==> config.mk <==
export PLATFORM = sky130hd
export DESIGN_NAME = websocket_frame_deframer
export DESIGN_NICKNAME = d
export VERILOG_FILES = /design/src/design/wsdf_pkg.sv /design/src/design/websocket_frame_deframer.sv
export SDC_FILE = /design/constraint.sdc
export NUM_CORES = 1
export LEC_CHECK = 0
export BUFFER_PORTS_ARGS = -buffer_cell sky130_fd_sc_hd__buf_2
export CORE_AREA = 2 2 225 139
export DETAILED_ROUTE_END_ITERATION = 6
export DIE_AREA = 0 0 227 141
export GPL_ROUTABILITY_DRIVEN = 0
export PLACE_DENSITY = 0.72
export SLEW_MARGIN = 20
export SYNTH_ARGS = -nofsm -noshare
export SYNTH_HDL_FRONTEND = slang
export SYNTH_SLANG_ARGS = --single-unit
==> constraint.sdc <==
create_clock -name clk -period 3.67 [get_ports clk]
set_clock_uncertainty 0.1 [all_clocks]
set_input_delay 1.101 -clock clk [delete_from_list [all_inputs] [get_ports clk]]
set_output_delay 1.101 -clock clk [all_outputs]
set_load 0.03 [all_outputs]
==> src/design/wsdf_pkg.sv <==
`timescale 1ns / 1ps
// Shared constants and codes for the WebSocket frame deframer.
// No dependencies; imported by the deframer and its port checker.
package wsdf_pkg;

  // Width of the payload length counter (16..64).
  localparam int LENGTH_BITS = 64;

  localparam int BYTE_W   = 8;
  localparam int OPCODE_W = 4;
  localparam int LEN_W    = 64;

  // out_tdata: data_byte, fin_flag, frame_opcode, mask_flag, payload_length
  localparam int OUT_FIELDS_W = BYTE_W + 1 + OPCODE_W + 1 + LEN_W;
  localparam int OUT_DATA_W   = ((OUT_FIELDS_W + 7) / 8) * 8;

  // Largest length the counter can hold, in full length width.
  localparam logic [LEN_W-1:0] LENGTH_LIMIT = {LEN_W{1'b1}} >> (LEN_W - LENGTH_BITS);

  // Header byte decode constants.
  localparam logic [6:0] LEN7_EXT16 = 7'd126;
  localparam logic [6:0] LEN7_EXT64 = 7'd127;
  localparam logic [3:0] EXT16_BYTES = 4'd2;
  localparam logic [3:0] EXT64_BYTES = 4'd8;
  localparam logic [2:0] KEY_BYTES   = 3'd4;

  // Result kind carried on tuser.
  typedef enum logic {
    KIND_HEADER  = 1'b0,
    KIND_PAYLOAD = 1'b1
  } result_kind_t;

endpackage

==> src/design/websocket_frame_deframer.sv <==
`timescale 1ns / 1ps
// WebSocket (RFC 6455) receive-side deframer: byte stream in, header and
// unmasked payload results out. Depends on wsdf_pkg.

// Accepts one byte per clock, every clock, as long as the result register is
// empty or being drained in the same cycle. Each byte is decoded combinationally
// between the input handshake and a one-entry result register, so a
// result appears on out_* the cycle after the byte that caused it. Header
// bytes produce no result until the header (including any extended length
// and mask key) is complete; then one header result is issued (kind 0),
// followed by one result per payload byte (kind 1) with the mask removed.
// tlast marks the final payload byte, or the header itself for an empty
// frame. The byte after the last payload byte starts the next frame. RSV
// bits and opcode rules are not checked; lengths above the counter range
// saturate.
module websocket_frame_deframer
  import wsdf_pkg::*;
(
  input  logic                  clk,
  input  logic                  rst_n,
  input  logic                  in_tvalid,
  output logic                  in_tready,
  input  logic [BYTE_W-1:0]     in_tdata,   // [7:0] byte_in
  output logic                  out_tvalid,
  input  logic                  out_tready,
  output logic [OUT_DATA_W-1:0] out_tdata,  // [7:0] data_byte, [8] fin_flag,
                                            // [12:9] frame_opcode, [13] mask_flag,
                                            // [77:14] payload_length, rest zero
  output logic                  out_tuser,  // [0] result_kind
  output logic                  out_tlast   // last_in_frame
);

  typedef enum logic [2:0] {
    PH_FIRST   = 3'd0,
    PH_SECOND  = 3'd1,
    PH_EXT     = 3'd2,
    PH_KEY     = 3'd3,
    PH_PAYLOAD = 3'd4
  } phase_t;

  phase_t                 phase_r, phase_nxt;
  logic [3:0]             ext_left_r, ext_left_nxt;
  logic [2:0]             key_left_r, key_left_nxt;
  logic                   fin_r, fin_nxt;
  logic [OPCODE_W-1:0]    opcode_r, opcode_nxt;
  logic                   masked_r, masked_nxt;
  logic [LEN_W-1:0]       len_r, len_nxt;
  logic [31:0]            key_r, key_nxt;
  logic [1:0]             kpos_r, kpos_nxt;
  logic [LENGTH_BITS-1:0] left_r, left_nxt;

  logic                   emit;
  result_kind_t           res_kind;
  logic [BYTE_W-1:0]      res_data;
  logic                   res_last;
  logic                   after_len;
  logic                   finish;
  logic [LEN_W-1:0]       len_cand;
  logic [LEN_W-1:0]       len_sat;
  logic [BYTE_W-1:0]      key_byte;
  logic                   in_fire;

  logic                   out_valid_r;
  result_kind_t           out_kind_r;
  logic [BYTE_W-1:0]      out_data_r;
  logic                   out_fin_r;
  logic [OPCODE_W-1:0]    out_opcode_r;
  logic                   out_mask_r;
  logic [LEN_W-1:0]       out_len_r;
  logic                   out_last_r;

  assign in_tready = !out_valid_r || out_tready;
  assign in_fire   = in_tvalid && in_tready;

  assign key_byte = key_r[8*(3-kpos_r) +: 8];
  assign len_sat  = ((len_cand >> LENGTH_BITS) != '0) ? LENGTH_LIMIT : len_cand;

  always_comb begin
    phase_nxt    = phase_r;
    ext_left_nxt = ext_left_r;
    key_left_nxt = key_left_r;
    fin_nxt      = fin_r;
    opcode_nxt   = opcode_r;
    masked_nxt   = masked_r;
    len_nxt      = len_r;
    key_nxt      = key_r;
    kpos_nxt     = kpos_r;
    left_nxt     = left_r;
    emit         = 1'b0;
    res_kind     = KIND_HEADER;
    res_data     = '0;
    res_last     = 1'b0;
    after_len    = 1'b0;
    finish       = 1'b0;
    len_cand     = len_r;

    case (phase_r)
      PH_SECOND: begin
        masked_nxt = in_tdata[7];
        key_nxt    = '0;
        kpos_nxt   = '0;
        if (in_tdata[6:0] == LEN7_EXT16 || in_tdata[6:0] == LEN7_EXT64) begin
          ext_left_nxt = (in_tdata[6:0] == LEN7_EXT16) ? EXT16_BYTES : EXT64_BYTES;
          len_nxt      = '0;
          phase_nxt    = PH_EXT;
        end else begin
          len_cand  = {{(LEN_W-7){1'b0}}, in_tdata[6:0]};
          len_nxt   = len_cand;
          after_len = 1'b1;
        end
      end
      PH_EXT: begin
        len_cand = {len_r[LEN_W-9:0], in_tdata};
        len_nxt  = len_cand;
        if (ext_left_r <= 4'd1) begin
          ext_left_nxt = '0;
          after_len    = 1'b1;
        end else begin
          ext_left_nxt = ext_left_r - 4'd1;
        end
      end
      PH_KEY: begin
        key_nxt = {key_r[23:0], in_tdata};
        if (key_left_r <= 3'd1) begin
          key_left_nxt = '0;
          finish       = 1'b1;
        end else begin
          key_left_nxt = key_left_r - 3'd1;
        end
      end
      PH_PAYLOAD: begin
        kpos_nxt = kpos_r + 2'd1;
        left_nxt = (left_r == '0) ? left_r : left_r - LENGTH_BITS'(1);
        emit     = 1'b1;
        res_kind = KIND_PAYLOAD;
        res_data = masked_r ? (in_tdata ^ key_byte) : in_tdata;
        res_last = (left_r == '0) || (left_r == LENGTH_BITS'(1));
        if (res_last) begin
          phase_nxt = PH_FIRST;
        end
      end
      default: begin
        // first header byte; unused phase codes land here too
        fin_nxt    = in_tdata[7];
        opcode_nxt = in_tdata[OPCODE_W-1:0];
        phase_nxt  = PH_SECOND;
      end
    endcase

    if (after_len) begin
      if (masked_nxt) begin
        key_left_nxt = KEY_BYTES;
        phase_nxt    = PH_KEY;
      end else begin
        finish = 1'b1;
      end
    end

    if (finish) begin
      len_nxt   = len_sat;
      left_nxt  = len_sat[LENGTH_BITS-1:0];
      kpos_nxt  = '0;
      emit      = 1'b1;
      res_kind  = KIND_HEADER;
      res_data  = '0;
      res_last  = (len_sat == '0);
      phase_nxt = res_last ? PH_FIRST : PH_PAYLOAD;
    end
  end

  always_ff @(posedge clk) begin
    if (!rst_n) begin
      phase_r    <= PH_FIRST;
      ext_left_r <= '0;
      key_left_r <= '0;
      fin_r      <= 1'b0;
      opcode_r   <= '0;
      masked_r   <= 1'b0;
      len_r      <= '0;
      key_r      <= '0;
      kpos_r     <= '0;
      left_r     <= '0;
    end else if (in_fire) begin
      phase_r    <= phase_nxt;
      ext_left_r <= ext_left_nxt;
      key_left_r <= key_left_nxt;
      fin_r      <= fin_nxt;
      opcode_r   <= opcode_nxt;
      masked_r   <= masked_nxt;
      len_r      <= len_nxt;
      key_r      <= key_nxt;
      kpos_r     <= kpos_nxt;
      left_r     <= left_nxt;
    end
  end

  // Result register
  always_ff @(posedge clk) begin
    if (!rst_n) begin
      out_valid_r <= 1'b0;
    end else if (in_fire && emit) begin
      out_valid_r <= 1'b1;
    end else if (out_tready) begin
      out_valid_r <= 1'b0;
    end
  end

  always_ff @(posedge clk) begin
    if (in_fire && emit) begin
      out_kind_r   <= res_kind;
      out_data_r   <= res_data;
      out_fin_r    <= fin_nxt;
      out_opcode_r <= opcode_nxt;
      out_mask_r   <= masked_nxt;
      out_len_r    <= len_nxt;
      out_last_r   <= res_last;
    end
  end

  assign out_tvalid = out_valid_r;
  assign out_tuser  = out_kind_r;
  assign out_tlast  = out_last_r;
  assign out_tdata  = {{(OUT_DATA_W-OUT_FIELDS_W){1'b0}}, out_len_r, out_mask_r,
                       out_opcode_r, out_fin_r, out_data_r};

endmodule

==> metrics.yaml, run 1 <==
stdcell_count: 2100
pre_cts_setup_slack_ps: -195.8
detailedRoute.firstPassIterationCount: 6
final.setup.worst_slack_ps: 215.8
largest_stage_delay_on_the_critical_path_ps: 560
ant_nets: 0
number_of_cell_instances_on_the_worst_register_to_register_path: 8
detail_route.iter0.violations: 1844
drc: 0
hold_path_depth: 2
global_route_wire_length_before_repair_um: 67030
globalRoute.totalOverflow: 0
cts.hold.buffers_added: 0
route.vias.total: 13040
vias_per_cell: 6.210
powerDensity_nw_per_um2: 780.6
asyncSetResetFlopFracSynth_pct: 0
grtUsageMet2_pct: 37.02
max-clock-path-buffers: 3
cts-root-buf: "sky130_fd_sc_hd__clkbuf_16"
number_of_hold_slack_violations_in_the_final_timing_report: 0
tritoncts_num_sinks: 259
placementRows: 50
rsz0062_at_grt: "no"
path_clk_slew_ps: 60
globalRouteTotalUtil_pct: 26.46
p_leak_nw: 5.676
layout_commonest_cell: "sky130_fd_sc_hd__a21oi_1"
crit_path_end_kind: "register"
drt-total-wl_um: 42960
insertion_delay_ps: 550
placedCellCount: 2051
top_library_cells_by_usage_in_the_layout_fill_and_taps_aside: "sky130_fd_sc_hd__a21oi_1 (207), sky130_fd_sc_hd__nor2_1 (178), sky130_fd_sc_hd__dfxtp_1 (177)"
route.detailed.wl_per_inst_um: 20.46
tritoncts: "yes"
max-cap-violations: 0
tightestPinTransition_ps: 1049
io_buffers: 93
synth.lib_cells_used.distinct: 67
synth-warning-count: 0
syn_area_um2: 13300
grt.met1_usage_pct: 40.21
area.growth.synth_to_final_pct: 15.45
required_time_of_the_worst_setup_path_ps: 3940
worst_hold_path_type: "reg2reg"
final.min_clock_period_ps: 3454
synth.avg_cell_area_um2: 8.262
synthesis.instances: 1610
p_total_mw: 11.99
grt_max_degree: 64
synth-seq-cells: 259
initial_utilization_pct: 43.93
post-dp-hpwl_um: 29230
register_area_share_after_synthesis_pct: 45.00
report.final.setup_viol: 0
cts-htree-levels: 1
nNetsFinal: 1681
synthFlopType: "sky130_fd_sc_hd__dfxtp_1"
multi_input_comb_area_um2: 6626
final.period_utilization_pct: 94.12
use_met3_pct: 6.857
worst-path-max-fanout: 28
dieArea_um2: 32010
result_of_the_run: "finished, final reports clean"
setup.worst_path.start_class: "register"
placeableCoreArea_um2: 30280
final_layout_size_suffix_gt1_share_pct: 14.44
slowest_stage: "sky130_fd_sc_hd__dfxtp_1"
final-max-slew-violation-count: 0
worst_ir_drop_vdd_v: 0.0004532
crit_path_cell_trace: "buf_4 -> inv_1 -> a32oi_1 -> nand2_1 -> nor4_1 -> nand3_1 -> or4_1 -> o21ai_0"
arrival_ps: 3730
worst_hold_slack_ps: 352.3
slew_headroom_pct: 29.74
clock.fmax_mhz: 289.5
numCtsBuffers: 26
first_global_vias: 11630
fillCellCount: 2792
boundaryPins: 96
grt-busiest-layer: "met1"
antenna_found_initial: 1
regArea_um2: 5988
dieHeight_um: 141
die_w_um: 227
synth_edf_count: 80
type_of_the_worst_setup_path: "reg2reg"
-- logic make-up after synthesis --
family                   Yosys count  share of synthesized area [%]
AND/OR/NAND/NOR                  664                          24.21
AO/OA/AOI/OAI                    468                          21.64
flip-flops                       259                          45.00
buffers and inverters            182                          5.606
multiplexers                      19                          2.229
XOR/XNOR                          11                         0.7244
adder cells (fa/ha/maj)            6                         0.5644
other                              1                        0.02819
-- state kept, by name, indices dropped and copies added (netlist names), 2 cells and up --
name,flops
len_r,64
key_r,32
phase_r,3
ext_left_r,4
left_r,64
kpos_r,2
key_left_r,3
out_data_r,8
out_opcode_r,4
opcode_r,4
out_len_r,64
-- synth_stat cells, drive strengths merged (6+ instances only) --
cell | n | area, µm²
a21oi | 207 | 1036
dfxtp | 179 | 3583
nor2 | 179 | 671.9
nand2 | 164 | 615.6
clkbuf | 103 | 386.6
o21ai | 88 | 440.4
edfxtp | 80 | 2402
nor3 | 79 | 400.4
nand3 | 53 | 265.3
nor2b | 49 | 306.5
inv | 47 | 176.4
a211oi | 41 | 307.8
nor4 | 37 | 231.5
buf | 31 | 178.9
nor3b | 30 | 225.2
a221oi | 28 | 245.2
nand4 | 17 | 106.4
or4 | 15 | 116.4
a32oi | 14 | 122.6
o211ai | 12 | 90.09
a211o | 11 | 96.34
a31oi | 11 | 68.82
o22ai | 9 | 56.30
or3 | 9 | 56.30
mux4 | 8 | 180.2
xor2 | 8 | 70.07
and3 | 7 | 43.79
o31ai | 7 | 52.55
and2 | 6 | 37.54
ha | 6 | 75.07
mux2i | 6 | 60.06
o221a | 6 | 67.56
-- final timing paths --
kind | start | end | slack (ps)
worst min-delay path | key_r[31] | key_r[31] | 350
worst min register to register | key_r[31] | key_r[31] | 350
worst max-delay path | phase_r[2] | out_tlast | 220
worst max register to register | phase_r[2] | out_tlast | 220
-- layout make-up --
cell class,instances,share of cell area (%)
diodes,1,0.01629
clock buffers,31,4.766
clock inverters,17,1.613
inverters,48,1.214
multi-input cells,1170,43.15
flip-flops and latches,259,38.99
well taps,416,3.389
repair buffers,158,6.860
-- metrics by stage --
step / area (µm²) / util [%] / setup TNS (ps)
2_1_floorplan: 13310 / - / 0
3_3_place_gp: 14360 / 47.43 / -282.1
3_5_place_dp: 14360 / 47.43 / -229.1
4_1_cts: 15340 / 50.67 / 0
5_1_grt: 15350 / 50.71 / 0
6_report: 15360 / 50.72 / 0
-- per-layer routing --
| layer | wire length, µm | share of wire [%] |
|---|---|---|
| met5 | 0 | 0 |
| met4 | 1043 | 2.4 |
| met1 | 19060 | 44 |
| met3 | 5244 | 12 |
| met2 | 17620 | 41 |
-- report_power, final --
part	switching (mW)	internal (mW)	leakage, nW
Combinational	3.43	1.86	2.99
Sequential	0.331	3.32	2.21
Clock	1.19	1.85	0.473
-- worst max-delay path, delay by kind of cell (launching register included) --
kind,cells,cell delay [ps]
buffers and inverters,2,790
AOI/OAI and AO/OA,2,410
and+or+nand+nor,4,1400
DFF,1,560
-- repair_timing --
item | in CTS | in global routing
resized for setup | 0 | 2
setup endpoints to repair | 0 | 1
buffers inserted | 0 | 0
No activity file was read; power rests on OpenSTA's default activity.
==> run 2, diff against run 1 <==
--- a/config.mk
+++ b/config.mk
@@ -5,12 +5,14 @@
 export SDC_FILE = /design/constraint.sdc
 export NUM_CORES = 1
 export LEC_CHECK = 0
+export ABC_AREA = 1
 export BUFFER_PORTS_ARGS = -buffer_cell sky130_fd_sc_hd__buf_2
-export CORE_AREA = 2 2 225 139
+export CORE_AREA = 2 2 229 141
 export DETAILED_ROUTE_END_ITERATION = 6
-export DIE_AREA = 0 0 227 141
+export DIE_AREA = 0 0 231 143
 export GPL_ROUTABILITY_DRIVEN = 0
 export PLACE_DENSITY = 0.72
+export SKIP_LAST_GASP = 1
 export SLEW_MARGIN = 20
 export SYNTH_ARGS = -nofsm -noshare
 export SYNTH_HDL_FRONTEND = slang
==> metrics.yaml, run 2 <==
result_of_the_run: "finished, final reports clean"
detail_route.iter0.violations: 1793  # -2.8%
final-max-slew-violation-count: 0  # unchanged
area.growth.synth_to_final_pct: 12.21
cts_setup_buffers: 0  # unchanged
detailed_place.area_um2: 14620  # +1.8%
drt-total-wl_um: 41360  # -3.7%
required_time_of_the_worst_setup_path_ps: 4060  # +120 ps
placeableCoreArea_um2: 30780  # +1.7%
post-dp-hpwl_um: 28710  # -1.8%
worst_hold_path_type: "reg2reg"
tightestPinTransition_ps: 746.0  # -303.2 ps
arrival_ps: 3220  # -510 ps
synth-seq-cells: 259  # unchanged
numCtsBuffers: 26  # unchanged
detailedRoute.firstPassIterationCount: 6  # unchanged
initial_utilization_pct: 44.62  # +0.69 points
max-cap-violations: 0  # unchanged
worst-path-max-fanout: 60  # +110%
worst_ir_drop_vdd_v: 0.0003552  # -22%
grtUsageMet2_pct: 35.77  # -1.3 points
drc: 0  # unchanged
max-clock-path-buffers: 3  # unchanged
switching_share_pct: 35.50  # -5.8 points
route.detailed.wl_per_inst_um: 16.86  # -18%
synthFlopType: "sky130_fd_sc_hd__dfxtp_1"
grt-busiest-layer: "met1"
antenna_found_initial: 0  # -1
slew_headroom_pct: 50.27  # +21 points
die_w_um: 231  # +1.8%
use_met3_pct: 5.771  # -1.1 points
synth.lib_cells_used.distinct: 45  # -33%
worst_path_most_repeated_cell: "sky130_fd_sc_hd__nand2_1"
globalRoute.totalOverflow: 0  # unchanged
cts.hold.buffers_added: 0  # unchanged
power.combinational.fraction_pct: 27.7  # -17 points
boundaryPins: 96  # unchanged
vias_per_cell: 5.518  # -11%
io_buffers: 93  # unchanged
syn_area_um2: 13730  # +3.2%
report.final.setup_viol: 0  # unchanged
synth_area_leaders: "sky130_fd_sc_hd__dfxtp_1 (26%), sky130_fd_sc_hd__edfxtp_1 (17%), sky130_fd_sc_hd__nand2_1 (12%)"
setup.worst_path.start_class: "input port"
cts-htree-levels: 1  # unchanged
power.share.clock_pct: 31.3  # +6.0 points
layout_commonest_cell: "sky130_fd_sc_hd__nand2_1"
ant_nets: 0  # unchanged
synth.most_common_cell: "sky130_fd_sc_hd__nand2_1"
rsz0062_at_grt: "no"
netSwitchingPower_mw: 2.923  # -41%
placementRows: 50  # unchanged
insertion_delay_ps: 560  # about the same
dieArea_um2: 33030  # +3.2%
largest_stage_delay_on_the_critical_path_ps: 610  # +50 ps
final.period_utilization_pct: 77.07  # -17 points
reg.largest.list: "left_r (64), len_r (64), out_len_r (64)"
globalRouteTotalUtil_pct: 25.01  # -1.5 points
crit_path_end_kind: "register"
slowest_stage: "sky130_fd_sc_hd__buf_4"
sequential_power_share_pct: 41.0  # +10 points
synthesis.instances: 1968  # +22%
total_negative_slack_for_setup_checks_ps: 0  # unchanged
asyncSetResetFlopFracSynth_pct: 0  # unchanged
global_route_wire_length_before_repair_um: 65910  # -1.7%
grt_max_degree: 73  # +14%
tritoncts: "yes"
post-synth-top-area-fraction_pct: 26.09  # -0.85 points
cellInternalPower_mw: 5.311  # -25%
grt.met1_usage_pct: 38.01  # -2.2 points
synth_top_area_cell: "sky130_fd_sc_hd__dfxtp_1"
synth-warning-count: 0  # unchanged
finish.instance_area_um2: 15410  # +0.34%
crit_path_cell_trace: "buf_2 -> inv_2 -> nor2_2 -> nand2_2 -> nand2_1 -> o21ai_1 -> nand2_1 -> nand2_2 -> buf_4 -> nand2_1 -> nand2_1 -> o21ai_0 -> a21oi_1"
top_library_cells_by_usage_in_the_layout_fill_and_taps_aside: "sky130_fd_sc_hd__nand2_1 (432), sky130_fd_sc_hd__nor2_1 (385), sky130_fd_sc_hd__o21ai_0 (191)"
final_layout_size_suffix_gt1_share_pct: 9.082  # -5.4 points
nNetsFinal: 2035  # +21%
path_clk_slew_ps: 70  # about the same
first_global_vias: 12070  # +3.8%
synth_edf_count: 80  # unchanged
tritoncts_num_sinks: 259  # unchanged
powerDensity_nw_per_um2: 534.3  # -32%
route.vias.total: 13540  # +3.8%
synth_commonest_cells: "sky130_fd_sc_hd__nand2_1 (436), sky130_fd_sc_hd__nor2_1 (388), sky130_fd_sc_hd__o21ai_0 (192)"
num_antenna_cells: 0  # -1
synth.avg_cell_area_um2: 6.978  # -16%
register_area_share_after_synthesis_pct: 43.59  # -1.4 points
final.min_clock_period_ps: 2829  # -625.7 ps
p_leak_nw: 7.108  # +25%
clock.fmax_mhz: 353.5  # +22%
cts-root-buf: "sky130_fd_sc_hd__clkbuf_16"
cts_resized: 0  # unchanged
type_of_the_worst_setup_path: "in2reg"
dieHeight_um: 143  # +1.4%
number_of_hold_slack_violations_in_the_final_timing_report: 0  # unchanged
run 2: changes by cell type after synthesis, moves of 29 or more:
cell                       change
sky130_fd_sc_hd__inv_1        +99
sky130_fd_sc_hd__o21ai_0     +105
sky130_fd_sc_hd__nor2b_1      -49
sky130_fd_sc_hd__nand2_1     +272
sky130_fd_sc_hd__nor3_1       -60
sky130_fd_sc_hd__a21oi_1      -86
sky130_fd_sc_hd__nand3_1      +90
sky130_fd_sc_hd__a211oi_1     -29
sky130_fd_sc_hd__clkbuf_1     -44
sky130_fd_sc_hd__nor2_1      +209
sky130_fd_sc_hd__nor4_1       -32
run 2: metal layers:
layer | wire [µm] | share of wire [%]
met1 | 19460 | 47
met3 | 4455 | 11
met4 | 512 | 1.2
met2 | 16940 | 41
met5 | 0 | 0
run 2: worst paths after layout:
check                            startpoint          to  slack [ps]  depth (start not counted)
worst max register to register    left_r[0]  left_r[44]         880                         13
worst min-delay path              key_r[15]   key_r[23]         380                          2
worst max-delay path            in_tdata[1]   left_r[8]         840                         13
worst min register to register    key_r[15]   key_r[23]         380                          2
run 2: stage by stage:
| step | util [%] | setup WS, ps | instances | hold WS (ps) | power [mW] |
|---|---|---|---|---|---|
| floorplan | - | -171.9 | 1969 | 330.3 | 5.052 |
| CTS | 50.07 | 873.0 | 2453 | 377.5 | 8.210 |
| global placement | 47.50 | 375.9 | 2405 | 354.9 | 5.607 |
| global route | 50.07 | 622.0 | 2453 | 396.9 | 8.669 |
| detailed placement | 47.50 | 313.5 | 2405 | 365.1 | 5.649 |
| finish | 50.07 | 841.5 | 2453 | 376.7 | 8.234 |
run 2: power groups by stage:
stage                     registers [mW]  clock network (mW)  logic [mW]
after floorplan                     3.52                   0        1.53
after global placement              3.42                   0        2.18
after detailed placement            3.43                   0        2.22
after CTS                           3.37                2.60        2.24
after global routing                3.40                2.74        2.53
final                               3.38                2.58        2.28
run 2: cell type report:
class                      count  area (µm²)
fill                        3063       15370
tap                          416       520.5
multi-input combinational   1454        6746
timing repair buffer         122       783.3
sequential                   259        5986
clock buffer                  38       716.9
clock inverter                10       73.82
inverter                     154       583.1
run 2: cell families after synthesis:
group	synth area share (%)
other	0.02731
DFF	43.59
muxes	0.7289
buffers and inverters	7.635
and+or+nand+nor	30.28
xor gates and xnor gates	3.189
AOI/OAI and AO/OA	14.00
adders and majority gates	0.5466
run 2: critical path: cells and delay by family:
family / cells / cell delay [ps]
buffers and inverters: 3 / 900
AND/OR/NAND/NOR: 7 / 800
AO/OA/AOI/OAI: 3 / 370
==> run 3, diff against run 2 <==
==> constraint.sdc (replaced) <==
create_clock -name clk -period 2.5 [get_ports clk]
set_clock_uncertainty 0.1 [all_clocks]
set_input_delay 0.75 -clock clk [delete_from_list [all_inputs] [get_ports clk]]
set_output_delay 0.75 -clock clk [all_outputs]
set_load 0.03 [all_outputs]
==> metrics.yaml, run 3 (synthesis gave the netlist of run 2 again) <==
netSwitchingPower_mw: 4.508  # +54%
globalRouteTotalUtil_pct: 25.77  # +0.76 points
rsz0062_at_grt: "yes"
layout_commonest_cell: "sky130_fd_sc_hd__nand2_1"
total_negative_slack_for_setup_checks_ps: 0  # unchanged
detailedRoute.firstPassIterationCount: 6  # unchanged
io_buffers: 93  # unchanged
final-max-slew-violation-count: 0  # unchanged
detail_route.iter0.violations: 1889  # +5.4%
route.detailed.wl_per_inst_um: 16.83  # -0.20%
final.min_clock_period_ps: 2447
switching_share_pct: 35.11  # -0.39 points
hold_path_depth: 2  # unchanged
arrival_ps: 2650  # -570 ps
ant_nets: 0  # unchanged
numCtsBuffers: 26  # unchanged
path_clk_slew_ps: 60  # about the same
reg.largest.list: "left_r (64), len_r (64), out_len_r (64)"
cts-root-buf: "sky130_fd_sc_hd__clkbuf_16"
detailed_place.area_um2: 15650  # +7.1%
first_global_vias: 12680  # +5.0%
placementRows: 50  # unchanged
area.growth.synth_to_final_pct: 21.56
globalRoute.totalOverflow: 0  # unchanged
vias_per_cell: 5.425  # -1.7%
report.final.setup_viol: 0  # unchanged
grtUsageMet2_pct: 37.63  # +1.9 points
slew_headroom_pct: 59.27  # +9.0 points
result_of_the_run: "finished, final reports clean"
tritoncts: "yes"
insertion_delay_ps: 550  # about the same
max-clock-path-buffers: 3  # unchanged
final.period_utilization_pct: 97.86
placedCellCount: 2531  # +5.2%
max-cap-violations: 0  # unchanged
global_route_wire_length_before_repair_um: 68260  # +3.6%
placeableCoreArea_um2: 30780  # unchanged
drc: 0  # unchanged
finish.instance_area_um2: 16690  # +8.3%
fillCellCount: 2906  # -5.1%
grt_max_degree: 117  # +60%
worst_hold_slack_ps: 372.7  # -3.947 ps
boundaryPins: 96  # unchanged
antenna_found_initial: 0  # unchanged
number_of_hold_slack_violations_in_the_final_timing_report: 0  # unchanged
required_time_of_the_worst_setup_path_ps: 2700  # -1360 ps
tritoncts_num_sinks: 259  # unchanged
drt-total-wl_um: 43490  # +5.1%
stdcell_count: 2584  # +5.3%
num_antenna_cells: 0  # unchanged
type_of_the_worst_setup_path: "reg2reg"
power.combinational.fraction_pct: 29.9  # +2.2 points
sequential_power_share_pct: 38.7  # -2.3 points
cellInternalPower_mw: 8.330  # +57%
power.share.clock_pct: 31.4  # about the same
worst_ir_drop_vdd_v: 0.0006890  # +94%
use_met3_pct: 5.252  # -0.52 points
final_layout_size_suffix_gt1_share_pct: 15.45  # +6.4 points
clock.fmax_mhz: 408.7
nNetsFinal: 2166  # +6.4%
tightestPinTransition_ps: 606.3  # -139.7 ps
top_library_cells_by_usage_in_the_layout_fill_and_taps_aside: "sky130_fd_sc_hd__nand2_1 (431), sky130_fd_sc_hd__nor2_1 (382), sky130_fd_sc_hd__o21ai_0 (188)"
worst_hold_path_type: "reg2reg"
p_leak_nw: 7.843  # +10%
dieArea_um2: 33030  # unchanged
setup.worst_path.start_class: "register"
powerDensity_nw_per_um2: 769.1  # +44%
die_w_um: 231  # unchanged
number_of_cell_instances_on_the_worst_register_to_register_path: 14  # +1
cts-htree-levels: 1  # unchanged
grt-busiest-layer: "met1"
grt.met1_usage_pct: 38.73  # +0.72 points
route.vias.total: 14020  # +3.6%
post-dp-hpwl_um: 30300  # +5.6%
crit_path_end_kind: "register"
worst-path-max-fanout: 30  # -50%
initial_utilization_pct: 44.62  # unchanged
dieHeight_um: 143  # unchanged
run 3: worst max-delay path: stages (launching register included):
cell and delay (ps):
sky130_fd_sc_hd__dfxtp_2 370, sky130_fd_sc_hd__nand3b_1 270, sky130_fd_sc_hd__buf_4 200, sky130_fd_sc_hd__nor2_2 150, sky130_fd_sc_hd__buf_12 210, sky130_fd_sc_hd__nand2_1 130, sky130_fd_sc_hd__nand3_1 140, sky130_fd_sc_hd__nor2_1 60
sky130_fd_sc_hd__nand2_1 110, sky130_fd_sc_hd__nor2_1 50, sky130_fd_sc_hd__nand2_1 110, sky130_fd_sc_hd__nor2_4 50, sky130_fd_sc_hd__nand2_1 50, sky130_fd_sc_hd__nand2_1 60, sky130_fd_sc_hd__o21a_1 120
run 3: path summary, 6_finish.rpt:
check              endpoint  slack (ps)        from
setup / recovery  out_tlast          50  phase_r[1]
hold / removal    key_r[28]         370   key_r[20]
setup reg to reg  out_tlast          50  phase_r[1]
hold reg to reg   key_r[28]         370   key_r[20]
run 3: timing repair:
| action | CTS | global route |
|---|---|---|
| gates cloned | 0 | 3 |
| setup buffers | 0 | 2 |
| resized for setup | 1 | 24 |
| endpoints found under the hold margin | 0 | 0 |
| pin swaps | 0 | 3 |
| hold buffers | 0 | 0 |
| endpoints found under the setup margin | 1 | 61 |
run 3: power groups by stage:
stage               Combinational [mW]  Sequential, mW  Clock (mW)
CTS                               3.67            4.96        4.09
finish                            3.83            4.97        4.03
global placement                  3.57            5.03           0
global route                      4.20            5.00        4.26
detailed placement                3.64            5.04           0
floorplan                         2.25            5.17           0
run 3: stage by stage:
step           util (%)  power, mW  setup WS (ps)
3_3_place_gp      50.85      8.601         -200.3
2_1_floorplan         -      7.417         -990.9
3_5_place_dp      50.85      8.679         -210.6
6_report          54.24      12.84          53.39
4_1_cts           53.69      12.71          54.09
5_1_grt           54.24      13.46         -25.14
run 3: routing by layer:
layer / vias up / part of all wire, %
met3: 70 / 11
met1: 6424 / 46
met5: - / 0
met4: 0 / 2.1
li1: 6783 / -
met2: 742 / 41
run 3: final cells by class:
| cell class | count | area (µm²) | share of cell area (%) |
|---|---|---|---|
| Inverter | 154 | 585.6 | 3.508 |
| Timing Repair Buffer | 253 | 1926 | 11.54 |
| Sequential cell | 259 | 5989 | 35.88 |
| Tap cell | 416 | 520.5 | 3.118 |
| Clock buffer | 33 | 728.2 | 4.362 |
| Multi-Input combinational cell | 1454 | 6800 | 40.74 |
| Clock inverter | 15 | 143.9 | 0.8619 |
